$ cat src/design/fixed_length_frame_receiver_hex_macros.svh
// ----------------------------------------------------------------------------
// Assertion macros for the fixed-length frame receiver
// Concurrent checks clocked on clk, held off while rst_n is low.
// ----------------------------------------------------------------------------
`ifndef FIXED_LENGTH_FRAME_RECEIVER_HEX_MACROS_SVH
`define FIXED_LENGTH_FRAME_RECEIVER_HEX_MACROS_SVH

`ifndef SYNTHESIS
// same-cycle implication
`define FLFR_ASSERT_IMP(lbl, ante, cons) \
  lbl: assert property (@(posedge clk) disable iff (!rst_n) (ante) |-> (cons)) \
    else $error("flfr: same-cycle check failed");
// implication starting in the next cycle
`define FLFR_ASSERT_NXT(lbl, ante, cons) \
  lbl: assert property (@(posedge clk) disable iff (!rst_n) (ante) |=> cons) \
    else $error("flfr: next-cycle check failed");
`else
`define FLFR_ASSERT_IMP(lbl, ante, cons)
`define FLFR_ASSERT_NXT(lbl, ante, cons)
`endif

`endif

$ cat src/design/flfr_pkg.sv
// ----------------------------------------------------------------------------
// flfr_pkg
// Constants and types for the fixed-length frame receiver.
// ----------------------------------------------------------------------------
`default_nettype none

package flfr_pkg;

  localparam int FRAME_LENGTH  = 32;
  localparam int MAX_HEX_BYTES = 32;
  localparam int RESULT_CAP    = 32;

  // results per completed frame
  localparam int NUM_RESULTS_A = (MAX_HEX_BYTES < FRAME_LENGTH) ? MAX_HEX_BYTES : FRAME_LENGTH;
  localparam int NUM_RESULTS   = (NUM_RESULTS_A < RESULT_CAP) ? NUM_RESULTS_A : RESULT_CAP;

  localparam int IDX_W = $clog2(FRAME_LENGTH);

  localparam logic [7:0] START_BYTE = 8'hAA;
  localparam logic [7:0] END_BYTE   = 8'h55;
  localparam logic [7:0] MARK_BYTE  = 8'hFF;

  localparam logic [IDX_W-1:0] LAST_POS   = IDX_W'(FRAME_LENGTH - 1);
  localparam logic [IDX_W-1:0] LAST_RES   = IDX_W'(NUM_RESULTS - 1);
  localparam logic [IDX_W-1:0] CMD_POS    = IDX_W'(2);
  localparam logic [IDX_W-1:0] STATUS_POS = IDX_W'(3);

  localparam logic [1:0] KIND_NONE    = 2'd0;
  localparam logic [1:0] KIND_COMMAND = 2'd1;
  localparam logic [1:0] KIND_STATUS  = 2'd2;

  typedef enum logic [2:0] {
    ST_RECV,
    ST_READ,
    ST_HI,
    ST_LO,
    ST_SEND
  } flfr_state_t;

endpackage

`default_nettype wire

$ cat src/design/flfr_if.sv
// ----------------------------------------------------------------------------
// flfr channels
// Valid/ready channels for received bytes and rendered frame results.
// ----------------------------------------------------------------------------
`default_nettype none

interface flfr_in_if;
  logic       valid;
  logic       ready;
  logic [7:0] rx_byte;

  modport source (output valid, output rx_byte, input ready);
  modport sink   (input valid, input rx_byte, output ready);
endinterface

interface flfr_out_if;
  logic       valid;
  logic       ready;
  logic [7:0] frame_byte;
  logic [6:0] hex_high;
  logic [6:0] hex_low;
  logic [4:0] byte_index;
  logic [1:0] frame_kind;
  logic       last;

  modport source (output valid, output frame_byte, output hex_high, output hex_low,
                  output byte_index, output frame_kind, output last, input ready);
  modport sink   (input valid, input frame_byte, input hex_high, input hex_low,
                  input byte_index, input frame_kind, input last, output ready);
endinterface

`default_nettype wire

$ cat src/design/fixed_length_frame_receiver_hex.sv
// ----------------------------------------------------------------------------
// fixed_length_frame_receiver_hex
// Start/end byte deframer for 32-byte frames with ASCII hex rendering.
// ----------------------------------------------------------------------------
// Receiving, the block takes one byte per cycle. A frame opens on 0xAA, holds
// 32 bytes and must close on 0x55; a bad end byte drops the frame silently.
// After a good frame the block stops taking bytes and plays the frame back
// from its 32-entry byte memory, one result per stored byte. Each result passes
// through a memory read, then one shared nibble-to-ASCII converter used twice
// (upper, then lower digit), then the held output transfer, which may stall.
// Bytes are taken again on the cycle following the last transfer of a frame.
`default_nettype none
`include "fixed_length_frame_receiver_hex_macros.svh"

module fixed_length_frame_receiver_hex (
  input  wire           clk,
  input  wire           rst_n,
  flfr_in_if.sink       in_ch,
  flfr_out_if.source    out_ch
);

  flfr_pkg::flfr_state_t state_r, state_nxt;

  logic                      in_frame_r, in_frame_nxt;
  logic [flfr_pkg::IDX_W-1:0] byte_count_r, byte_count_nxt;
  logic [flfr_pkg::IDX_W-1:0] emit_idx_r, emit_idx_nxt;
  logic                      cmd_r, status_r;

  logic [7:0] frame_mem [flfr_pkg::FRAME_LENGTH];
  logic [7:0] rd_data_r;
  logic [6:0] hex_high_r, hex_low_r;

  logic                       in_xfer, out_xfer;
  logic                       mem_we;
  logic [flfr_pkg::IDX_W-1:0] mem_waddr;
  logic                       frame_done;

  logic [3:0] conv_nib;
  logic [6:0] conv_ascii;

  assign in_xfer  = in_ch.valid && in_ch.ready;
  assign out_xfer = out_ch.valid && out_ch.ready;

  assign in_ch.ready  = (state_r == flfr_pkg::ST_RECV);
  assign out_ch.valid = (state_r == flfr_pkg::ST_SEND);

  // shared nibble converter: upper digit in ST_HI, lower digit otherwise
  assign conv_nib   = (state_r == flfr_pkg::ST_HI) ? rd_data_r[7:4] : rd_data_r[3:0];
  assign conv_ascii = (conv_nib < 4'hA) ? (7'h30 + {3'b000, conv_nib})
                                        : (7'h37 + {3'b000, conv_nib});

  // byte intake: address, write enable and framing decisions
  always_comb begin
    in_frame_nxt   = in_frame_r;
    byte_count_nxt = byte_count_r;
    mem_we         = 1'b0;
    mem_waddr      = byte_count_r;
    frame_done     = 1'b0;
    if (in_xfer) begin
      if (in_frame_r) begin
        if (byte_count_r < flfr_pkg::LAST_POS) begin
          mem_we         = 1'b1;
          byte_count_nxt = byte_count_r + 1'b1;
        end else begin
          in_frame_nxt   = 1'b0;
          byte_count_nxt = '0;
          if (in_ch.rx_byte == flfr_pkg::END_BYTE) begin
            mem_we     = 1'b1;
            mem_waddr  = flfr_pkg::LAST_POS;
            frame_done = 1'b1;
          end
        end
      end else if (in_ch.rx_byte == flfr_pkg::START_BYTE) begin
        in_frame_nxt   = 1'b1;
        mem_we         = 1'b1;
        mem_waddr      = '0;
        byte_count_nxt = {{(flfr_pkg::IDX_W-1){1'b0}}, 1'b1};
      end else begin
        byte_count_nxt = '0;
      end
    end
  end

  // playback sequencer
  always_comb begin
    state_nxt    = state_r;
    emit_idx_nxt = emit_idx_r;
    unique case (state_r)
      flfr_pkg::ST_RECV: begin
        if (frame_done) begin
          state_nxt    = flfr_pkg::ST_READ;
          emit_idx_nxt = '0;
        end
      end
      flfr_pkg::ST_READ: state_nxt = flfr_pkg::ST_HI;
      flfr_pkg::ST_HI:   state_nxt = flfr_pkg::ST_LO;
      flfr_pkg::ST_LO:   state_nxt = flfr_pkg::ST_SEND;
      flfr_pkg::ST_SEND: begin
        if (out_xfer) begin
          if (emit_idx_r == flfr_pkg::LAST_RES) begin
            state_nxt = flfr_pkg::ST_RECV;
          end else begin
            state_nxt    = flfr_pkg::ST_READ;
            emit_idx_nxt = emit_idx_r + 1'b1;
          end
        end
      end
      default: state_nxt = flfr_pkg::ST_RECV;
    endcase
  end

  always_ff @(posedge clk) begin
    if (!rst_n) begin
      state_r      <= flfr_pkg::ST_RECV;
      in_frame_r   <= 1'b0;
      byte_count_r <= '0;
      emit_idx_r   <= '0;
    end else begin
      state_r      <= state_nxt;
      in_frame_r   <= in_frame_nxt;
      byte_count_r <= byte_count_nxt;
      emit_idx_r   <= emit_idx_nxt;
    end
  end

  // frame memory: one write port, one registered read port
  always_ff @(posedge clk) begin
    if (mem_we) begin
      frame_mem[mem_waddr] <= in_ch.rx_byte;
    end
    if (state_r == flfr_pkg::ST_READ) begin
      rd_data_r <= frame_mem[emit_idx_r];
    end
  end

  // kind flags follow the writes to positions 2 and 3; hex digits are captured in ST_HI and ST_LO
  always_ff @(posedge clk) begin
    if (mem_we && mem_waddr == flfr_pkg::CMD_POS) begin
      cmd_r <= (in_ch.rx_byte == flfr_pkg::MARK_BYTE);
    end
    if (mem_we && mem_waddr == flfr_pkg::STATUS_POS) begin
      status_r <= (in_ch.rx_byte == flfr_pkg::MARK_BYTE);
    end
    if (state_r == flfr_pkg::ST_HI) begin
      hex_high_r <= conv_ascii;
    end
    if (state_r == flfr_pkg::ST_LO) begin
      hex_low_r <= conv_ascii;
    end
  end

  assign out_ch.frame_byte = rd_data_r;
  assign out_ch.hex_high   = hex_high_r;
  assign out_ch.hex_low    = hex_low_r;
  assign out_ch.byte_index = 5'(emit_idx_r);
  assign out_ch.frame_kind = status_r ? flfr_pkg::KIND_STATUS :
                             (cmd_r ? flfr_pkg::KIND_COMMAND : flfr_pkg::KIND_NONE);
  assign out_ch.last       = (emit_idx_r == flfr_pkg::LAST_RES);

  `FLFR_ASSERT_IMP(a_no_overlap, in_ch.ready, !out_ch.valid)
  `FLFR_ASSERT_NXT(a_last_frees_input, out_xfer && out_ch.last, in_ch.ready)
  `FLFR_ASSERT_NXT(a_frame_emits, frame_done, ##3 out_ch.valid)
  `FLFR_ASSERT_IMP(a_first_is_start, out_ch.valid && out_ch.byte_index == 5'd0,
                   out_ch.frame_byte == flfr_pkg::START_BYTE)

endmodule

`default_nettype wire
$ cat src/flat_wrapper.sv
// flat-port wrapper written by rule: the top's interface ports become plain ports
module fixed_length_frame_receiver_hex_flat 
  (clk, rst_n, in_ch_valid, in_ch_rx_byte, in_ch_ready, out_ch_valid, out_ch_frame_byte, out_ch_hex_high, out_ch_hex_low, out_ch_byte_index, out_ch_frame_kind, out_ch_last, out_ch_ready);
  flfr_in_if in_ch_i ();
  flfr_out_if out_ch_i ();
  input  wire clk;
  input  wire rst_n;
  input wire logic [$bits(in_ch_i.valid)-1:0] in_ch_valid;
  input wire logic [$bits(in_ch_i.rx_byte)-1:0] in_ch_rx_byte;
  output wire logic [$bits(in_ch_i.ready)-1:0] in_ch_ready;
  output wire logic [$bits(out_ch_i.valid)-1:0] out_ch_valid;
  output wire logic [$bits(out_ch_i.frame_byte)-1:0] out_ch_frame_byte;
  output wire logic [$bits(out_ch_i.hex_high)-1:0] out_ch_hex_high;
  output wire logic [$bits(out_ch_i.hex_low)-1:0] out_ch_hex_low;
  output wire logic [$bits(out_ch_i.byte_index)-1:0] out_ch_byte_index;
  output wire logic [$bits(out_ch_i.frame_kind)-1:0] out_ch_frame_kind;
  output wire logic [$bits(out_ch_i.last)-1:0] out_ch_last;
  input wire logic [$bits(out_ch_i.ready)-1:0] out_ch_ready;
  assign in_ch_i.valid = in_ch_valid;
  assign in_ch_i.rx_byte = in_ch_rx_byte;
  assign in_ch_ready = in_ch_i.ready;
  assign out_ch_valid = out_ch_i.valid;
  assign out_ch_frame_byte = out_ch_i.frame_byte;
  assign out_ch_hex_high = out_ch_i.hex_high;
  assign out_ch_hex_low = out_ch_i.hex_low;
  assign out_ch_byte_index = out_ch_i.byte_index;
  assign out_ch_frame_kind = out_ch_i.frame_kind;
  assign out_ch_last = out_ch_i.last;
  assign out_ch_i.ready = out_ch_ready;
  fixed_length_frame_receiver_hex u_core (.clk(clk), .rst_n(rst_n), .in_ch(in_ch_i), .out_ch(out_ch_i));
endmodule
$ cat config.mk
export PLATFORM = sky130hd
export DESIGN_NAME = fixed_length_frame_receiver_hex_flat
export DESIGN_NICKNAME = d
export VERILOG_FILES = /design/src/design/flfr_pkg.sv /design/src/design/flfr_if.sv /design/src/design/fixed_length_frame_receiver_hex.sv /design/src/flat_wrapper.sv
export VERILOG_INCLUDE_DIRS = /design/src /design/src/design
export SDC_FILE = /design/constraint.sdc
export NUM_CORES = 1
export LEC_CHECK = 0
export BUFFER_PORTS_ARGS = -buffer_cell sky130_fd_sc_hd__clkbuf_2
export CORE_MARGIN = 4
export CORE_UTILIZATION = 55
export CTS_CLUSTER_DIAMETER = 60
export DETAILED_ROUTE_END_ITERATION = 6
export PLACE_DENSITY = 0.75
export REMOVE_ABC_BUFFERS = 1
export SLEW_MARGIN = 20
export SYNTH_ARGS = -nofsm -noshare
export SYNTH_HDL_FRONTEND = slang
export SYNTH_SLANG_ARGS = --single-unit
$ cat constraint.sdc
create_clock -name clk -period 2.6 [get_ports clk]
set_input_delay 0.13 -clock clk [delete_from_list [all_inputs] [get_ports clk]]
set_output_delay 0.13 -clock clk [all_outputs]
set_load 0.01 [all_outputs]
After elaboration in Yosys (flattened, before gate mapping)
Memories as Yosys holds them, arrays and structs flattened. A register that Yosys moved wholly into a read port is not among the register bits. Cells that the tools add are included. Widths: inputs -> output; s select.

Register bits after elaboration: 30. Memory bits (writable): 256. Input port bits: 12. Word-level logic and storage cells: 68. Memories: 1.

Add/subtract/negate cells: 4. Order comparisons: 2. Equal/unequal tests: 13. Mux-type cells: 32. Reductions and logical operators: 8.

Memories: u_core.frame_mem (depth 32, width 8, rd ports 1, clocked after memory_dff 1, wr ports 1, line fixed_length_frame_receiver_hex.sv:29) `logic [7:0] frame_mem [flfr_pkg::FRAME_LENGTH];`.

Operators with widths (count): $mux 5 (10); $eq 8x8->1 const B (2); $mux 1 (15); $pmux 3 s5 (1); $add 6x4->7 const A (2); $add 5x1->5 const B (2); $eq 5x2->1 const B (2); $pmux 5 s2 (1); $eq 8x7->1 const B (1); $mux 7 (1); $eq 3x2->1 const B (2); $mux 3 (2); $ne 2x2->1 const B (3); $eq 5x5->1 const B (1); $lt 5x5->1 const B (1); $logic_and 1x1->1 (4); $lt 4x4->1 const B (1); $mux 4 (1); $reduce_and 4->1 (1); $eq 3x1->1 const B (1); $eq 3x3->1 const B (1); $logic_not 3->1 (1); $mux 2 (1); $reduce_and 2->1 (1); $reduce_bool 2->1 (1).

Logic depth before layout (Yosys ltp)
Depth in word-level cells: 7. Gate-level depth with buffers: 8.

Least setup slack after synthesis
OpenSTA, ideal clock, no wires.

Path type: reg-to-reg. Start point: register u_core.state_r[0]. End point: memory u_core.frame_mem[4][0] (enable). Setup time: 0.398 ns. Arrival time: 2.482 ns. Data required time: 2.202 ns. Path slack: -0.280 ns. Stages on the path, launching flop included: 7. Buffers on the path: 2. Period minus slack after synthesis: 2.880 ns. Cell sequence: dfxtp_1 > buf_6 > or4b_1 > clkbuf_1 > a211oi_2 > nand2_2 > nor4b_1.

Cells in the longest elaborated chain, start to end: 5. Elaborated cells between the ends (all ways): 6. Classes of those cells: mux (4); reduce/logical (2).

RTL lines: start: declaration (line fixed_length_frame_receiver_hex.sv:22) `flfr_pkg::flfr_state_t state_r, state_nxt;`; start signal: assignment (line fixed_length_frame_receiver_hex.sv:114) `state_r <= flfr_pkg::ST_RECV;`; start signal: assignment (line fixed_length_frame_receiver_hex.sv:119) `state_r <= state_nxt;`; $logic_not 3->1 * (line fixed_length_frame_receiver_hex.sv:44) `assign in_ch.ready = (state_r == flfr_pkg::ST_RECV);`; $logic_and 1x1->1 * (line fixed_length_frame_receiver_hex.sv:41) `assign in_xfer = in_ch.valid && in_ch.ready;`; $mux 1 (line fixed_length_frame_receiver_hex.sv:59) `if (in_xfer) begin`; $mux 1 (line fixed_length_frame_receiver_hex.sv:128) `if (mem_we) begin`; $mux 1 (implied by the code) (line fixed_length_frame_receiver_hex.sv:129) `frame_mem[mem_waddr] <= in_ch.rx_byte;`; end: declaration (line fixed_length_frame_receiver_hex.sv:29).

Mark *: on every way between the ends. The rest lies on a longest branch, timed or not.

==> impl_results.md <==
- Die height: 153.8 um
- Crit Path Class: reg2reg
- Logic pwr share: under 10%
- # diodes: 0
- Psw: about 1800 uW
- Clock Tree Buf Depth: 3
- DR vias/cell: between 6 and 7
- Slowest cell delay on critical path: roughly 720 ps
- Crit path buf inv count: 1
- Worst Hold Depth: 2
- Hold Crit Class: in2reg
- Synth Register Bits: slightly below 300
- Commonest non-fill, non-tap cells in the layout: edfxtp_1, buf_4, clkbuf_2
- Worst hold slack: roughly 81 ps
- Syn-to-layout area delta: 15.28%
- Critical-path cell list: buf_4 -> mux2i_1 -> a22oi_1 -> a31oi_1 -> nand3_1
- Total congestion overflow: 0
- Critical path origin: u_core.out_ch.byte_index[1]$_SDFFE_PN0P_
- Drt initial violations: 820
- Clock Tree Root: clkbuf_16
- Number of buffer cells added on primary ports: 43
- Largest net degree at the start of global routing: 43
- Data arrival, critical path: ~2700 ps
- Slowest CP cell: dfxtp_4
- Synth Area in XOR/XNOR: less than 1%
- Initial core utilization: between 50% and 60%
- Period minus WS final: 2456 ps
- Finished Layout Cells: 1068
- Worst-Margin Slew: 943.7 ps
- Initial antenna violation count: 0
- Worst r2r src: u_core.out_ch.byte_index[1]$_SDFFE_PN0P_
- Post-DRT Antenna Nets: 0
- Fmax: just over 400 MHz
- Leakage: between 0.004 and 0.005 uW
- Core ar.: 20960 sq um
- Vias in the first global route: between 6000 and 7000
- Unrepaired setup endpoints after global routing: no
- Fin Setup TNS: 0 ps
- Final Power: approximately 9300 uW
- Reg2Reg Depth: 5
- Final hold violations: 0
- DR pass1 iterations: 5
- Fraction of layout cells with a size suffix above 1: around 28%
- Layout Skew: between 10 and 15 ps
- Post-Synth Simple-Gate Area: roughly 6.5%
- Worst-path clk slew: approximately 60 ps
- Vias: 6629
- Worst Slack Setup Final: ~140 ps
- WP depth: 5
- Most common cell after layout, fill and taps aside: edfxtp_1
- Internal: 7433 uW
- Total setup violations reported at the end of the flow: 0
- DRC violations left: 0
- Pre-CTS setup slack: 91.17 ps
- Cell row count: 53
- Slew headroom: between 30% and 40%
- Fin crit share: 94.45%
- Die Area: 23650 sq um
- Seq pwr share: about 56%
- Clock power share: around two fifths
- Worst skew pair latency: 520 ps
- Syn Area/Cell: 17.45 sq um
- Routed len/inst: approximately 24 um
- Synth Area in Compound Gates: between 5 and 6%
- Mux cell area share after synthesis: about 12%
- Total Wirelength: ~26000 um
- Post-DP HPWL: roughly 17000 um
- Syn Inst Count: 670
- GRT Util Overall: a little over a fifth
- Cell family with most CP delay: flip-flops
- Distinct cell type count after synthesis: 54
- Min-delay src: rst_n
- Max-cap viol count: 0
- Post-Syn Area: 11690 sq um
- Final nets: 790
- Max rail drop VDD: ~0.00033 V
- Yosys warns: 0
- Post-Synth Adder-Cell Area: less than 1%
- Die width: 153.8 um
- Num CTS Buffers: 27
- Post-synth top flop: edfxtp_1
- GPL Wtd Cong: slightly below 0.9
- Async SR Flop Fraction: 0%
- CTS tree: yes
- Critical Path RT: around 2900 ps
- EDFF count, synth: 280
- Net Sw Frac: 19.91%
- Clock tree sinks: between 200 and 300
- First-pass GRT wire length: approximately 39000 um
- I/O pin total: 44
- Outcome: finished, final reports clean
- Crit path max fanout: between 40 and 50
- PD cells: ~700 nW/um^2
- Dpl cells: 1015
- H-tree lvl count: 1
- CP Capture Type: register
- Final Slew Violations: 0
- Seq/Total Area, Yosys: 74.32%
- Largest family of logic cells by synthesized area: multiplexers
- Startpoint Class: register
## worst register-to-register path, cell delays in order, from the launching register on
cell     delay [ps]
dfxtp_4         720
buf_4           390
mux2i_1         300
a22oi_1         150
a31oi_1         480
nand3_1         140
## through the flow
stage               cell area (sq um)  utilization (%)
CTS                             13470            64.28
global route                    13480            64.32
floorplan                       11520                -
finish                          13480            64.32
detailed placement              12590            60.10
global placement                12590            60.10
## path summary, 6_finish.rpt
kind                                           endpoint  slack, ps
setup / recovery  u_core.out_ch.frame_byte[0]$_DFFE_PP_        140
hold / removal           u_core.state_r[2]$_SDFFE_PN0P_         80
setup reg to reg  u_core.out_ch.frame_byte[0]$_DFFE_PP_        140
hold reg to reg     u_core.byte_count_r[0]$_SDFFE_PN0P_        560
## flip-flops by register name, indices dropped and copies added, names as in the netlist, 3 cells and up
name	cells
u_core.out_ch.hex_high	7
u_core.out_ch.hex_low	7
u_core.byte_count_r	5
u_core.out_ch.frame_byte	8
u_core.frame_mem	256
u_core.state_r	3
u_core.out_ch.byte_index	5
## power by group through the flow
stage	clock (uW)	sequential [uW]	combinational (uW)
4_1_cts	3750	5240	331
5_1_grt	4010	5240	362
3_5_place_dp	0	5340	324
6_report	3710	5240	331
3_3_place_gp	0	5340	311
2_1_floorplan	0	5360	111
## metal layers
metal  GRT usage (%)  share of wire [%]  vias up
li1                -                  -     2893
met1           31.21                 41     3308
met2           33.42                 46      361
met3           3.884                8.5       67
met4           9.336                4.5        0
met5               0                  0        -
## repair_timing
item	in CTS	in global routing
hold endpoints to repair	5	0
resized for setup	0	0
hold buffers	4	0
buffers inserted	0	1
setup endpoints to repair	0	16
## kinds of logic after synthesis
group / count (synthesis)
XOR/XNOR: 4
AND/OR/NAND/NOR: 142
buffers and inverters: 44
multiplexers: 91
flip-flops: 294
adder cells (fa/ha/maj): 4
AO/OA/AOI/OAI: 91
## Yosys cell counts (2+ instances only)
cell type,instances,area (sq um)
mux4_2,32,720.7
and3b_1,2,17.52
clkbuf_1,18,67.56
nand3b_1,7,52.55
a221oi_1,3,26.28
inv_1,5,18.77
xor2_1,3,26.28
a21oi_1,13,65.06
nor3b_1,4,30.03
nand4_1,5,31.28
or3_1,3,18.77
mux2i_1,30,300.3
and2_1,2,12.51
o22ai_1,14,87.58
and3_1,3,18.77
or3b_2,2,17.52
a2111oi_0,5,43.79
o21a_1,2,15.01
buf_2,9,45.04
edfxtp_1,280,8408
nor3_1,8,40.04
mux2_2,29,326.6
nand2_1,21,78.83
a31oi_1,6,37.54
nor2_1,42,157.7
ha_1,4,50.05
buf_1,10,37.54
or4_1,3,22.52
nor2b_1,13,81.33
nand3_1,12,60.06
a22oi_1,22,165.2
dfxtp_1,14,280.3
nand2b_1,5,31.28
o21ai_0,9,45.04
a211oi_1,11,82.58
## area by class of cell
class                           count  area, sq um
Tap cell                          275        344.1
Timing Repair Buffer              114        770.7
Clock inverter                     18        148.9
Clock buffer                       30        686.9
Inverter                            5        18.77
Fill cell                        1425         7477
Multi-Input combinational cell    332         2815
Sequential cell                   294         8693
Note: power is estimated with default switching activity, not from simulation.
